==> src/rtl/dlsl_pkg.sv <==
// Shared constants, operation codes and controller/datapath interface types.
package dlsl_pkg;

    localparam int POOL_SLOTS_DEF = 16;
    localparam int WORD_BITS      = 16;
    localparam int KIND_W         = 2;
    localparam int STATUS_W       = 2;
    localparam int POS_W          = 4;
    localparam int CFG_W          = 5;

    localparam logic [CFG_W-1:0] SLOTS_IN_USE_RST = 5'd16;

    localparam logic [KIND_W-1:0] KIND_INS_AFTER  = 2'd0;
    localparam logic [KIND_W-1:0] KIND_INS_BEFORE = 2'd1;
    localparam logic [KIND_W-1:0] KIND_DELETE     = 2'd2;

    localparam logic [STATUS_W-1:0] STAT_OK   = 2'd0;
    localparam logic [STATUS_W-1:0] STAT_FULL = 2'd1;
    localparam logic [STATUS_W-1:0] STAT_BAD  = 2'd2;

    typedef struct packed {
        logic ld_op;
        logic do_check;
        logic do_scan;
        logic do_link;
        logic ld_out;
    } cmd_t;

    typedef struct packed {
        logic start_scan;
        logic scan_hit;
        logic scan_end;
        logic out_free;
    } sts_t;

endpackage

==> src/rtl/dlsl_ram.sv <==
// Generic simple dual-port RAM with one write port and a registered read port.
module dlsl_ram #(
    parameter int WIDTH = 8,
    parameter int DEPTH = 16,
    localparam int AW = (DEPTH > 1) ? $clog2(DEPTH) : 1
) (
    input  logic             clk,
    input  logic             we,
    input  logic [AW-1:0]    waddr,
    input  logic [WIDTH-1:0] wdata,
    input  logic [AW-1:0]    raddr,
    output logic [WIDTH-1:0] rdata
);

    logic [WIDTH-1:0] mem [DEPTH];
    logic [WIDTH-1:0] rdata_reg;

    always_ff @(posedge clk) begin
        if (we) begin
            mem[waddr] <= wdata;
        end
        rdata_reg <= mem[raddr];
    end

    assign rdata = rdata_reg;

endmodule

==> src/rtl/dlsl_ctrl.sv <==
// Controller state machine that sequences check, free-slot scan, relink and result.
module dlsl_ctrl (
    input  logic           aclk,
    input  logic           aresetn,
    input  logic           s_valid,
    output logic           s_ready,
    input  dlsl_pkg::sts_t sts,
    output dlsl_pkg::cmd_t cmd
);

    typedef enum logic [4:0] {
        ST_IDLE  = 5'b00001,
        ST_CHECK = 5'b00010,
        ST_SCAN  = 5'b00100,
        ST_LINK  = 5'b01000,
        ST_DONE  = 5'b10000
    } state_t;

    state_t state_reg, state_next;

    always_ff @(posedge aclk) begin
        if (!aresetn) begin
            state_reg <= ST_IDLE;
        end else begin
            state_reg <= state_next;
        end
    end

    always_comb begin
        state_next = state_reg;
        cmd        = '0;
        s_ready    = 1'b0;
        unique case (state_reg)
            ST_IDLE: begin
                s_ready = 1'b1;
                if (s_valid) begin
                    cmd.ld_op  = 1'b1;
                    state_next = ST_CHECK;
                end
            end
            ST_CHECK: begin
                cmd.do_check = 1'b1;
                state_next   = sts.start_scan ? ST_SCAN : ST_DONE;
            end
            ST_SCAN: begin
                cmd.do_scan = 1'b1;
                priority if (sts.scan_hit) begin
                    state_next = ST_LINK;
                end else if (sts.scan_end) begin
                    state_next = ST_DONE;
                end else begin
                    state_next = ST_SCAN;
                end
            end
            ST_LINK: begin
                cmd.do_link = 1'b1;
                state_next  = ST_DONE;
            end
            ST_DONE: begin
                if (sts.out_free) begin
                    cmd.ld_out = 1'b1;
                    state_next = ST_IDLE;
                end
            end
            default: begin
                state_next = ST_IDLE;
            end
        endcase
    end

endmodule

==> src/rtl/dlsl_dp.sv <==
// Datapath: link and valid-word memories, head and tail, free-slot scan and result register.
module dlsl_dp #(
    parameter int POOL_SLOTS = dlsl_pkg::POOL_SLOTS_DEF
) (
    input  logic                          aclk,
    input  logic                          aresetn,
    input  dlsl_pkg::cmd_t                cmd,
    output dlsl_pkg::sts_t                sts,
    input  logic [dlsl_pkg::KIND_W-1:0]   s_kind,
    input  logic                          s_has_position,
    input  logic [dlsl_pkg::POS_W-1:0]    s_position,
    input  logic                          cfg_valid,
    input  logic [dlsl_pkg::CFG_W-1:0]    cfg_data,
    output logic                          m_valid,
    input  logic                          m_ready,
    output logic [dlsl_pkg::POS_W-1:0]    m_slot,
    output logic [dlsl_pkg::STATUS_W-1:0] m_status,
    output logic [dlsl_pkg::POS_W-1:0]    m_head_slot,
    output logic [dlsl_pkg::POS_W-1:0]    m_tail_slot,
    output logic                          m_list_empty
);

    localparam int SW = $clog2(POOL_SLOTS);
    localparam int LW = $clog2(POOL_SLOTS + 1);
    localparam int WB = dlsl_pkg::WORD_BITS;
    localparam int BW = $clog2(WB);
    localparam int NW = (POOL_SLOTS + WB - 1) / WB;
    localparam int WW = (NW > 1) ? $clog2(NW) : 1;
    localparam int GW = WW + BW + 1;
    localparam logic [LW-1:0] NIL = LW'(POOL_SLOTS);

    // Configuration register.
    logic [dlsl_pkg::CFG_W-1:0] slots_in_use_reg;

    // Operation registers.
    logic [dlsl_pkg::KIND_W-1:0] kind_reg;
    logic                        has_pos_reg;
    logic                        in_pool_reg;
    logic [GW-1:0]               pos_g_reg;
    logic [LW-1:0]               anchor_reg;

    // List state.
    logic [LW-1:0] head_reg, head_next;
    logic [LW-1:0] tail_reg, tail_next;
    logic [LW-1:0] p_reg, p_next;
    logic [LW-1:0] n_reg, n_next;
    logic [LW-1:0] x_reg;
    logic [WW-1:0] scan_word_reg, scan_word_next;
    logic [NW-1:0] wflag_reg, wflag_next;
    logic          vflag_reg;

    // Result.
    logic [dlsl_pkg::STATUS_W-1:0] res_status_reg, res_status_next;
    logic [LW-1:0]                 res_slot_reg, res_slot_next;
    logic                          m_valid_reg;
    logic [dlsl_pkg::POS_W-1:0]    m_slot_reg, m_head_reg, m_tail_reg;
    logic [dlsl_pkg::STATUS_W-1:0] m_status_reg;
    logic                          m_empty_reg;

    // Memory ports.
    logic          nx_we, pv_we, v_we;
    logic [SW-1:0] nx_waddr, pv_waddr;
    logic [LW-1:0] nx_wdata, pv_wdata, nx_rdata, pv_rdata;
    logic [SW-1:0] link_raddr;
    logic [WW-1:0] v_waddr, v_raddr;
    logic [WB-1:0] v_wdata, v_rdata;

    // Combinational helpers.
    logic [GW-1:0] pos_in_g;
    logic [WB-1:0] vword;
    logic [WW-1:0] pos_word;
    logic [BW-1:0] pos_bit;
    logic          pos_valid;
    logic          is_insert;
    logic [GW-1:0] lim;
    logic [GW-1:0] base;
    logic [GW-1:0] base_next;
    logic [WB-1:0] mask;
    logic [WB-1:0] free_bits;
    logic [WB-1:0] first_free;
    logic [BW-1:0] hit_bit;
    logic          hit;
    logic [GW-1:0] x_g;

    assign pos_in_g  = GW'(s_position);
    assign vword     = v_rdata & {WB{vflag_reg}};
    assign pos_word  = pos_g_reg[BW+WW-1:BW];
    assign pos_bit   = pos_g_reg[BW-1:0];
    assign pos_valid = has_pos_reg & in_pool_reg & vword[pos_bit];
    assign is_insert = (kind_reg == dlsl_pkg::KIND_INS_AFTER) ||
                       (kind_reg == dlsl_pkg::KIND_INS_BEFORE);

    assign lim = (GW'(slots_in_use_reg) > GW'(POOL_SLOTS)) ? GW'(POOL_SLOTS)
                                                            : GW'(slots_in_use_reg);
    assign base      = GW'(scan_word_reg) << BW;
    assign base_next = (GW'(scan_word_reg) + GW'(1)) << BW;

    // Lowest free slot of the current word that lies below the allocation limit.
    always_comb begin
        mask    = '0;
        hit_bit = '0;
        for (int b = 0; b < WB; b++) begin
            mask[b] = (base + GW'(b)) < lim;
        end
        free_bits  = ~vword & mask;
        first_free = free_bits & (~free_bits + WB'(1));
        for (int b = 0; b < WB; b++) begin
            if (first_free[b]) begin
                hit_bit = hit_bit | BW'(b);
            end
        end
    end

    assign hit = |free_bits;
    assign x_g = base + GW'(hit_bit);

    assign sts.start_scan = is_insert && !(has_pos_reg && !pos_valid);
    assign sts.scan_hit   = hit;
    assign sts.scan_end   = !hit && (base_next >= lim);
    assign sts.out_free   = !m_valid_reg || m_ready;

    // Memory address and write selection.
    assign link_raddr = SW'(s_position);
    assign v_raddr    = cmd.ld_op ? pos_in_g[BW+WW-1:BW] : scan_word_next;

    always_comb begin
        nx_we    = 1'b0;
        nx_waddr = '0;
        nx_wdata = '0;
        pv_we    = 1'b0;
        pv_waddr = '0;
        pv_wdata = '0;
        v_we     = 1'b0;
        v_waddr  = '0;
        v_wdata  = '0;
        priority if (cmd.do_check && kind_reg == dlsl_pkg::KIND_DELETE && pos_valid) begin
            // Unlink the deleted slot from its neighbors and free it.
            nx_we    = (pv_rdata != NIL);
            nx_waddr = SW'(pv_rdata);
            nx_wdata = nx_rdata;
            pv_we    = (nx_rdata != NIL);
            pv_waddr = SW'(nx_rdata);
            pv_wdata = pv_rdata;
            v_we     = 1'b1;
            v_waddr  = pos_word;
            v_wdata  = vword & ~(WB'(1) << pos_bit);
        end else if (cmd.do_scan && hit) begin
            nx_we    = 1'b1;
            nx_waddr = SW'(x_g);
            nx_wdata = n_reg;
            pv_we    = 1'b1;
            pv_waddr = SW'(x_g);
            pv_wdata = p_reg;
            v_we     = 1'b1;
            v_waddr  = scan_word_reg;
            v_wdata  = vword | first_free;
        end else if (cmd.do_link) begin
            nx_we    = (p_reg != NIL);
            nx_waddr = SW'(p_reg);
            nx_wdata = x_reg;
            pv_we    = (n_reg != NIL);
            pv_waddr = SW'(n_reg);
            pv_wdata = x_reg;
        end else begin
            nx_we = 1'b0;
        end
    end

    always_comb begin
        wflag_next = wflag_reg;
        if (v_we) begin
            wflag_next[v_waddr] = 1'b1;
        end
    end

    // Next-state logic for list pointers, scan position and result.
    always_comb begin
        head_next       = head_reg;
        tail_next       = tail_reg;
        p_next          = p_reg;
        n_next          = n_reg;
        scan_word_next  = scan_word_reg;
        res_status_next = res_status_reg;
        res_slot_next   = res_slot_reg;
        if (cmd.do_check) begin
            scan_word_next  = '0;
            res_slot_next   = '0;
            res_status_next = dlsl_pkg::STAT_OK;
            unique case (kind_reg)
                dlsl_pkg::KIND_DELETE: begin
                    if (!pos_valid) begin
                        res_status_next = dlsl_pkg::STAT_BAD;
                    end else begin
                        if (head_reg == anchor_reg) begin
                            head_next = nx_rdata;
                        end
                        if (tail_reg == anchor_reg) begin
                            tail_next = pv_rdata;
                        end
                    end
                end
                dlsl_pkg::KIND_INS_AFTER: begin
                    if (has_pos_reg && !pos_valid) begin
                        res_status_next = dlsl_pkg::STAT_BAD;
                    end
                    p_next = anchor_reg;
                    n_next = has_pos_reg ? nx_rdata : head_reg;
                end
                dlsl_pkg::KIND_INS_BEFORE: begin
                    if (has_pos_reg && !pos_valid) begin
                        res_status_next = dlsl_pkg::STAT_BAD;
                    end
                    n_next = anchor_reg;
                    p_next = has_pos_reg ? pv_rdata : tail_reg;
                end
                default: begin
                    res_status_next = dlsl_pkg::STAT_OK;
                end
            endcase
        end
        if (cmd.do_scan) begin
            priority if (hit) begin
                res_slot_next = LW'(x_g);
            end else if (base_next >= lim) begin
                res_status_next = dlsl_pkg::STAT_FULL;
            end else begin
                scan_word_next = scan_word_reg + WW'(1);
            end
        end
        if (cmd.do_link) begin
            if (kind_reg == dlsl_pkg::KIND_INS_AFTER) begin
                if (anchor_reg == tail_reg) begin
                    tail_next = x_reg;
                end
                if (head_reg == NIL || !has_pos_reg) begin
                    head_next = x_reg;
                end
            end else begin
                if (anchor_reg == head_reg) begin
                    head_next = x_reg;
                end
                if (tail_reg == NIL || !has_pos_reg) begin
                    tail_next = x_reg;
                end
            end
        end
    end

    // Control registers.
    always_ff @(posedge aclk) begin
        if (!aresetn) begin
            slots_in_use_reg <= dlsl_pkg::SLOTS_IN_USE_RST;
            head_reg         <= NIL;
            tail_reg         <= NIL;
            wflag_reg        <= '0;
            m_valid_reg      <= 1'b0;
        end else begin
            if (cfg_valid) begin
                slots_in_use_reg <= cfg_data;
            end
            head_reg  <= head_next;
            tail_reg  <= tail_next;
            wflag_reg <= wflag_next;
            if (cmd.ld_out) begin
                m_valid_reg <= 1'b1;
            end else if (m_ready) begin
                m_valid_reg <= 1'b0;
            end
        end
    end

    // Payload registers.
    always_ff @(posedge aclk) begin
        vflag_reg      <= wflag_reg[v_raddr];
        p_reg          <= p_next;
        n_reg          <= n_next;
        scan_word_reg  <= scan_word_next;
        res_status_reg <= res_status_next;
        res_slot_reg   <= res_slot_next;
        if (cmd.ld_op) begin
            kind_reg    <= s_kind;
            has_pos_reg <= s_has_position;
            in_pool_reg <= (32'(s_position) < POOL_SLOTS);
            pos_g_reg   <= pos_in_g;
            anchor_reg  <= s_has_position ? LW'(s_position) : NIL;
        end
        if (cmd.do_scan && hit) begin
            x_reg <= LW'(x_g);
        end
        if (cmd.ld_out) begin
            m_slot_reg   <= dlsl_pkg::POS_W'(res_slot_reg);
            m_status_reg <= res_status_reg;
            m_head_reg   <= (head_reg == NIL) ? '0 : dlsl_pkg::POS_W'(head_reg);
            m_tail_reg   <= (tail_reg == NIL) ? '0 : dlsl_pkg::POS_W'(tail_reg);
            m_empty_reg  <= (head_reg == NIL);
        end
    end

    dlsl_ram #(
        .WIDTH (LW),
        .DEPTH (POOL_SLOTS)
    ) u_next_ram (
        .clk   (aclk),
        .we    (nx_we),
        .waddr (nx_waddr),
        .wdata (nx_wdata),
        .raddr (link_raddr),
        .rdata (nx_rdata)
    );

    dlsl_ram #(
        .WIDTH (LW),
        .DEPTH (POOL_SLOTS)
    ) u_prev_ram (
        .clk   (aclk),
        .we    (pv_we),
        .waddr (pv_waddr),
        .wdata (pv_wdata),
        .raddr (link_raddr),
        .rdata (pv_rdata)
    );

    // Slot valid bits, one word of WORD_BITS slots per entry. A word never
    // written reads as all free.
    dlsl_ram #(
        .WIDTH (WB),
        .DEPTH (NW)
    ) u_valid_ram (
        .clk   (aclk),
        .we    (v_we),
        .waddr (v_waddr),
        .wdata (v_wdata),
        .raddr (v_raddr),
        .rdata (v_rdata)
    );

    assign m_valid      = m_valid_reg;
    assign m_slot       = m_slot_reg;
    assign m_status     = m_status_reg;
    assign m_head_slot  = m_head_reg;
    assign m_tail_slot  = m_tail_reg;
    assign m_list_empty = m_empty_reg;

endmodule

==> src/rtl/doubly_linked_slot_list_unit.sv <==
// Top level of the doubly linked slot list unit: controller, datapath and config port.
//
// Keeps a doubly linked list over a pool of POOL_SLOTS slots. Each input transaction
// is an insert-after, insert-before or delete, and gives exactly one result transaction
// with the allocated slot, a status and the head and tail after the operation. One
// operation is handled at a time. A delete, a rejected operation or an unknown kind
// goes from acceptance to the next possible acceptance through a read of the link
// and valid memories, a check-and-write step and a result load. An insert that links
// a slot goes through the read, the check, a scan of the 16-slot valid words for the
// lowest free slot (a single word for a pool of up to 16 slots), whose last step
// also writes the new slot's own links, a step to link the neighbors, since each
// link memory has a single write port, and the result load. An insert that meets a
// full pool skips the link step. A new transaction is accepted while the previous
// result still waits in the output register; the result load waits for that
// register to drain. The slots_in_use register is written through the cfg channel,
// which is always ready, and resets to 16.
module doubly_linked_slot_list_unit #(
    parameter int POOL_SLOTS = dlsl_pkg::POOL_SLOTS_DEF
) (
    input  logic                          aclk,
    input  logic                          aresetn,
    input  logic                          s_valid,
    output logic                          s_ready,
    input  logic [dlsl_pkg::KIND_W-1:0]   s_kind,
    input  logic                          s_has_position,
    input  logic [dlsl_pkg::POS_W-1:0]    s_position,
    output logic                          m_valid,
    input  logic                          m_ready,
    output logic [dlsl_pkg::POS_W-1:0]    m_slot,
    output logic [dlsl_pkg::STATUS_W-1:0] m_status,
    output logic [dlsl_pkg::POS_W-1:0]    m_head_slot,
    output logic [dlsl_pkg::POS_W-1:0]    m_tail_slot,
    output logic                          m_list_empty,
    input  logic                          cfg_valid,
    output logic                          cfg_ready,
    input  logic [dlsl_pkg::CFG_W-1:0]    cfg_data
);

    dlsl_pkg::cmd_t cmd;
    dlsl_pkg::sts_t sts;

    assign cfg_ready = 1'b1;

    dlsl_ctrl u_ctrl (
        .aclk    (aclk),
        .aresetn (aresetn),
        .s_valid (s_valid),
        .s_ready (s_ready),
        .sts     (sts),
        .cmd     (cmd)
    );

    dlsl_dp #(
        .POOL_SLOTS (POOL_SLOTS)
    ) u_dp (
        .aclk           (aclk),
        .aresetn        (aresetn),
        .cmd            (cmd),
        .sts            (sts),
        .s_kind         (s_kind),
        .s_has_position (s_has_position),
        .s_position     (s_position),
        .cfg_valid      (cfg_valid),
        .cfg_data       (cfg_data),
        .m_valid        (m_valid),
        .m_ready        (m_ready),
        .m_slot         (m_slot),
        .m_status       (m_status),
        .m_head_slot    (m_head_slot),
        .m_tail_slot    (m_tail_slot),
        .m_list_empty   (m_list_empty)
    );

endmodule

==> config.mk <==
export PLATFORM = sky130hd
export DESIGN_NAME = doubly_linked_slot_list_unit
export DESIGN_NICKNAME = d
export VERILOG_FILES = /design/src/rtl/dlsl_pkg.sv /design/src/rtl/dlsl_ram.sv /design/src/rtl/dlsl_ctrl.sv /design/src/rtl/dlsl_dp.sv /design/src/rtl/doubly_linked_slot_list_unit.sv
export SDC_FILE = /design/constraint.sdc
export NUM_CORES = 1
export LEC_CHECK = 0
export BUFFER_PORTS_ARGS = -buffer_cell sky130_fd_sc_hd__buf_2
export CAP_MARGIN = 30
export CORE_MARGIN = 8
export CORE_UTILIZATION = 60
export DETAILED_ROUTE_END_ITERATION = 10
export GPL_TIMING_DRIVEN = 0
export PLACE_DENSITY = 0.84
export SKIP_CTS_REPAIR_TIMING = 1
export SLEW_MARGIN = 0
export SYNTH_ARGS = -nofsm -noshare
export SYNTH_HDL_FRONTEND = slang
export SYNTH_SLANG_ARGS = --single-unit
==> constraint.sdc <==
create_clock -name aclk -period 6.9 [get_ports aclk]
set_input_delay 0.345 -clock aclk [delete_from_list [all_inputs] [get_ports aclk]]
set_output_delay 0.345 -clock aclk [all_outputs]
set_load 0.1 [all_outputs]
Yosys cells after proc, flatten, opt, wreduce, memory -nomap -nowiden
Memory sizes are Yosys's and may differ from the RTL's. A register that Yosys moved wholly into a read port is not among the register bits.
Cells that the tools add are included.
- reduce and logical (&&, ||, !) cells: 23
- bitwise gates (word level): 10
- magnitude comparators: 22
- shift operators: 1
- $add $sub $neg: 19
- equality and inequality tests: 19
- muxes and demuxes: 101
- operators by type and width (kind ; count):
    5-bit two-way mux ; 33
    6-bit less-than comparator ; 15
    16-bit bitwise AND ; 4
    4-bit two-way mux ; 14
    5-bit by 4-bit adder with 6-bit output, second input constant ; 8
    16-bit inverter ; 3
    1-bit two-way mux ; 35
    16-bit two-way mux ; 2
    5-bit one-hot mux with 5 select lines ; 1
    5-bit by 3-bit adder with 6-bit output, second input constant ; 4
    5-bit == test ; 4
    5-bit != test, second input constant ; 4
    5-bit one-hot mux with 2 select lines ; 2
    16-bit by 1-bit adder with 16-bit output, second input constant ; 1
    2-bit two-way mux ; 8
    16-bit OR ; 1
    16-bit OR reduction ; 1
    1-bit by 4-bit << shifter with 16-bit output, first input constant ; 1
    5-bit == test, second input constant ; 3
    5-bit by 2-bit adder with 6-bit output, second input constant ; 2
    3-bit two-way mux ; 4
    1-bit logical AND ; 7
    5-bit by 1-bit adder with 6-bit output, second input constant ; 1
    6-bit greater-or-equal comparator ; 1
    25 further kinds ; 36
- input port bits: 17
- bits in writable memories: 176
- word-level logic and storage cells: 221
- memories kept: 3
- output and inout port bits: 18
- bits in registers: 73
- memory list (memory ; depth ; bits a word ; read ports ; clocked after Yosys merged registers in ; write ports ; line ; source):
    u_dp.u_next_ram.mem ; 16 ; 5 ; 1 ; 1 ; 1 ; dlsl_ram.sv:15 ; logic [WIDTH-1:0] mem [DEPTH];
    u_dp.u_prev_ram.mem ; 16 ; 5 ; 1 ; 1 ; 1 ; dlsl_ram.sv:15 ;
    u_dp.u_valid_ram.mem ; 1 ; 16 ; 1 ; 1 ; 1 ; dlsl_ram.sv:15 ;

Depth between registers and ports, before layout
- depth after elaboration: 25
- depth in mapped cells: 13
- gate-level depth less buffers: 11

By module
A second synthesis with hierarchy kept.
- cells, all modules: 934
- area, all modules: 12383.1 um^2
- by module, submodules not included (module ; times used ; cells each ; sequential area each (um^2) ; area each (um^2)):
    dlsl_ram (u_dp.u_next_ram ...) ; 2 ; 155 ; 2502.4 ; 3213.1
    dlsl_dp ; 1 ; 552 ; 1761.7 ; 4812.1
    dlsl_ram (u_dp.u_valid_ram) ; 1 ; 32 ; 800.8 ; 800.8
    dlsl_ctrl ; 1 ; 38 ; 100.1 ; 332.8
    doubly_linked_slot_list_unit ; 1 ; 2 ; 0.0 ; 11.3

Least setup slack after synthesis
No wires, ideal clock.
- path type: flip-flop to flip-flop
- from: register u_dp.scan_word_reg
- to: memory u_dp.u_next_ram.mem[13][0] (netlist name), enable pin
- setup time: 0.375 ns
- period minus slack after synthesis: 3.737 ns
- cell stages (with the launch flop): 14
- data arrival time: 3.362 ns
- path slack: 3.163 ns
- data required time: 6.525 ns
- buffers on the path: 3
- cells stage by stage: dfxtp_1 inv_1 ha_1 buf_2 nor3b_1 a21oi_1 o41ai_1 nand4_1 o21ai_1 buf_2 a21oi_1 a221o_2 buf_2 nor3b_1
- longest elaborated chain between the ends: 24
- elaborated cells on any way between the ends: 59
- classes of those cells: 17 x add/sub; 16 x order compare; 21 x mux; 3 x bitwise; 2 x reduce/logical
- ends and longest elaborated chain (element ; line ; source):
    from (decl) ; dlsl_dp.sv:48 ; logic [WW-1:0] scan_word_reg, scan_word_next;
    from (signal assigned) ; dlsl_dp.sv:277 ; scan_word_reg <= scan_word_next;
    5-bit by 1-bit adder with 6-bit output ; dlsl_dp.sv:103 ; mask[b] = (base + GW'(b)) < lim;
    6-bit less-than comparator ; dlsl_dp.sv:103 ;
    16-bit bitwise AND * ; dlsl_dp.sv:105 ; free_bits = ~vword & mask;
    16-bit inverter ; dlsl_dp.sv:106 ; first_free = free_bits & (~free_bits + WB'(1));
    16-bit by 1-bit adder with 16-bit output ; dlsl_dp.sv:106 ;
    16-bit bitwise AND ; dlsl_dp.sv:106 ;
    1-bit two-way mux ; dlsl_dp.sv:108 ; if (first_free[b]) begin
    2-bit two-way mux (2 in series) ; dlsl_dp.sv:108 ;
    3-bit two-way mux (4 in series) ; dlsl_dp.sv:108 ;
    4-bit two-way mux (8 in series) ; dlsl_dp.sv:108 ;
    5-bit by 4-bit adder with 5-bit output ; dlsl_dp.sv:115 ; assign x_g = base + GW'(hit_bit);
    4-bit two-way mux ; dlsl_dp.sv:147 ; end else if (cmd.do_scan && hit) begin
    4-bit two-way mux ; dlsl_dp.sv:136 ; priority if (cmd.do_check && kind_reg == dlsl_pkg::KIND_DELETE && pos_valid) begin
    to (decl) ; dlsl_ram.sv:15 ;
Every way passes the cells marked *; elsewhere a longest branch is shown, timed or not.

Final worst setup path
- from: register u_dp.scan_word_reg
- to: memory u_dp.u_prev_ram.mem[1][3] (netlist name), enable pin
- longest elaborated chain between the ends: 24
- elaborated cells on any way between the ends: 59
- classes of those cells: 17 x add/sub; 16 x order compare; 21 x mux; 3 x bitwise; 2 x reduce/logical
- ends and longest elaborated chain (element ; line):
    5-bit by 1-bit adder with 6-bit output ; dlsl_dp.sv:103
    6-bit less-than comparator ; dlsl_dp.sv:103
    16-bit bitwise AND * ; dlsl_dp.sv:105
    16-bit inverter ; dlsl_dp.sv:106
    16-bit by 1-bit adder with 16-bit output ; dlsl_dp.sv:106
    16-bit bitwise AND ; dlsl_dp.sv:106
    1-bit two-way mux ; dlsl_dp.sv:108
    2-bit two-way mux (2 in series) ; dlsl_dp.sv:108
    3-bit two-way mux (4 in series) ; dlsl_dp.sv:108
    4-bit two-way mux (8 in series) ; dlsl_dp.sv:108
    5-bit by 4-bit adder with 5-bit output ; dlsl_dp.sv:115
    4-bit two-way mux ; dlsl_dp.sv:147
    4-bit two-way mux ; dlsl_dp.sv:136
    to (decl) ; dlsl_ram.sv:15
Marks and branches as above.

==> impl_metrics.json <==
{
  "layout-drive-gt1-share": 0.164,
  "fmax_ghz": 0.201,
  "worst_pin_slew_ns": 1.02,
  "synth_top_family_by_area": "multiplexers",
  "fin_cells": 1250,
  "vias_per_cell": 6.31,
  "core_area_um2": 20000,
  "p_leak_nw": 4.98,
  "ant_nets": 0,
  "wl_per_cell_um": 22.2,
  "vdd_drop_max_v": 0.000232,
  "insertedDiodeCount": 0,
  "ctsHtreeMaxLevel": 1,
  "cp-startpoint": "u_dp.scan_word_reg",
  "cts_tree": "built",
  "min_period_ns": 4.98,
  "hold_violations": 0,
  "insertion_delay_ns": 0.56,
  "holdCritStartpoint": "cfg_data[4]",
  "cp-end-kind": "flop",
  "dieArea_um2": 25100,
  "vias": 7891,
  "synth-main-ff-cell": "edfxtp_1",
  "clk_pin_slew_worst_paths_ns": 0.06,
  "layout.nets": 979,
  "arrival_ns": 5.15,
  "critical_path_class": "flop to flop",
  "yosysSeqAreaShare": 0.631,
  "drc_errors": 0,
  "path_max_fanout": 10,
  "cts_buffers": 27,
  "finalSetupViolations": 0,
  "start_util": 0.606,
  "slew_violations": 0,
  "drt-initial-drc-count": 971,
  "synth.avg_cell_area_um2": 13.6,
  "netlist_top_cells_count": "218 x edfxtp_1, 113 x nand2_1, 58 x a21oi_1",
  "status": "completed",
  "yosys.area.top_type": "edfxtp_1",
  "cp-start-kind": "flop",
  "gp_congestion": 0.949,
  "ioPinCount": 35,
  "async_reset_ff_frac": 0,
  "synth.most_common_cell": "edfxtp_1",
  "tns_ns": 0,
  "synthesis.area_um2": 12100,
  "grt_pass1_wl_um": 43500,
  "dr.pass1.iters": 7,
  "rows": 52,
  "area_growth_pct": 11.6,
  "slew_headroom": 0.316,
  "fin_skew_ns": 0.0152,
  "first_global_vias": 7644,
  "netlist_instances": 894,
  "root_buffer": "clkbuf_16",
  "max-cap-violations": 0,
  "r2r_start": "u_dp.scan_word_reg",
  "muxShareOfSynthArea": 0.123,
  "post-route-period-util": 0.721,
  "synth_fa_ha_area_frac": 0.00309,
  "cp.required_ns": 7.07,
  "grt_use_total": 0.227,
  "synth_compound_area_frac": 0.0916,
  "antenna_found_initial": 0,
  "dpl.hpwl_um": 19400,
  "grt_max_degree": 17,
  "placed_cells": 1196,
  "rsz0062_at_grt": "false",
  "synth_cell_types": 68,
  "clkSinkCount": 274,
  "powerDensity_nw_per_um2": 250,
  "ys_warn_count": 0,
  "reg_top3": "u_dp.u_next_ram.mem: 80 flops, u_dp.u_prev_ram.mem: 80 flops",
  "netlist_top_cells_area": "edfxtp_1 54%, mux4_2 10%, dfxtp_1 9.2%, nand2_1 3.5%, a21oi_1 2.4%",
  "synth_edf_count": 218,
  "die_width_um": 158,
  "hold_path.class": "input pin to flop",
  "synth-simple-area-share": 0.120,
  "io_buffers": 32,
  "ys_ff_latch": 274,
  "synth_top_area_frac": 0.539,
  "overflow": 0,
  "synthXorXnorAreaFrac": 0.00721,
  "die_y_um": 158,
  "routed_wl_um": 27800,
  "synth_nets": 914,
  "clockBufferDepth": 3
}
## critical path: stages, from the launching register on
cell	delay, ns
dfxtp_1	0.44
inv_1	0.10
ha_1	0.28
buf_2	0.17
nor3b_1	0.51
a21oi_1	0.19
o41ai_1	0.41
nand4_1	0.26
o21ai_1	0.30
buf_2	0.32
a21oi_1	0.17
a221o_2	0.45
buf_2	0.21
nor3b_1	0.78
## per-stage QoR
step	cell area, um^2	hold WS, ns	setup WS (ns)	power, mW	util
floorplan	12100	0.323	3.16	1.94	-
global placement	12600	0.324	2.15	1.98	0.631
detailed placement	12600	0.327	2.00	1.99	0.631
CTS	13500	-0.0348	1.99	3.40	0.675
global route	13600	0.0114	1.59	3.48	0.677
finish	13600	0.0179	1.92	3.39	0.677
## where the power goes
part / switching [mW] / total (mW) / internal (mW)
Sequential: 0.0160 / 1.80 / 1.78
Clock: 0.614 / 1.43 / 0.818
Combinational: 0.101 / 0.159 / 0.0583
Total: 0.731 / 3.39 / 2.66
## cell usage in the layout (no fill, tap or decap), drive strengths merged, types with 11 or more instances in the layout
cell type / count
dfxtp: 56
nor2: 27
o21ai: 50
mux2i: 25
and2: 15
nor2b: 11
buf: 60
mux4: 55
nor3: 12
clkinv: 13
a21oi: 58
nand3: 24
edfxtp: 218
o22ai: 12
clkbuf: 61
nor3b: 20
nand2: 113
## cell type report
class / instances / area (um^2)
Timing Repair Buffer: 36 / 200
Sequential cell: 274 / 7670
Buffer: 58 / 256
Multi-Input combinational cell: 554 / 4190
Fill cell: 1453 / 6480
Tap cell: 270 / 338
Clock inverter: 19 / 165
Inverter: 8 / 30.0
Clock buffer: 31 / 711
## metal layers
| metal | vias up | track usage | wire (um) |
|---|---|---|---|
| li1 | 3584 | - | - |
| met1 | 3823 | 0.315 | 11300 |
| met2 | 417 | 0.365 | 13200 |
| met3 | 67 | 0.0358 | 2400 |
| met4 | 0 | 0.0736 | 813 |
| met5 | - | 0 | 0 |
## logic make-up after synthesis
kind of cell / count (synthesis)
compound gates: 178
other cells: 1
buf+inv: 66
simple gates: 282
xor+xnor: 10
fa+ha+maj: 3
flops: 274
mux: 80
## path summary, 6_finish.rpt
| check | depth (start not counted) | to | slack (ns) |
|---|---|---|---|
| setup / recovery | 13 | u_dp.u_prev_ram.mem[1][3] | 1.92 |
| hold / removal | 3 | u_dp.slots_in_use_reg[4] | 0.02 |
| setup reg to reg | 13 | u_dp.u_prev_ram.mem[1][3] | 1.92 |
| hold reg to reg | 0 | u_dp.u_valid_ram.rdata[8] | 0.34 |
Note: power is estimated with default switching activity, not from simulation.
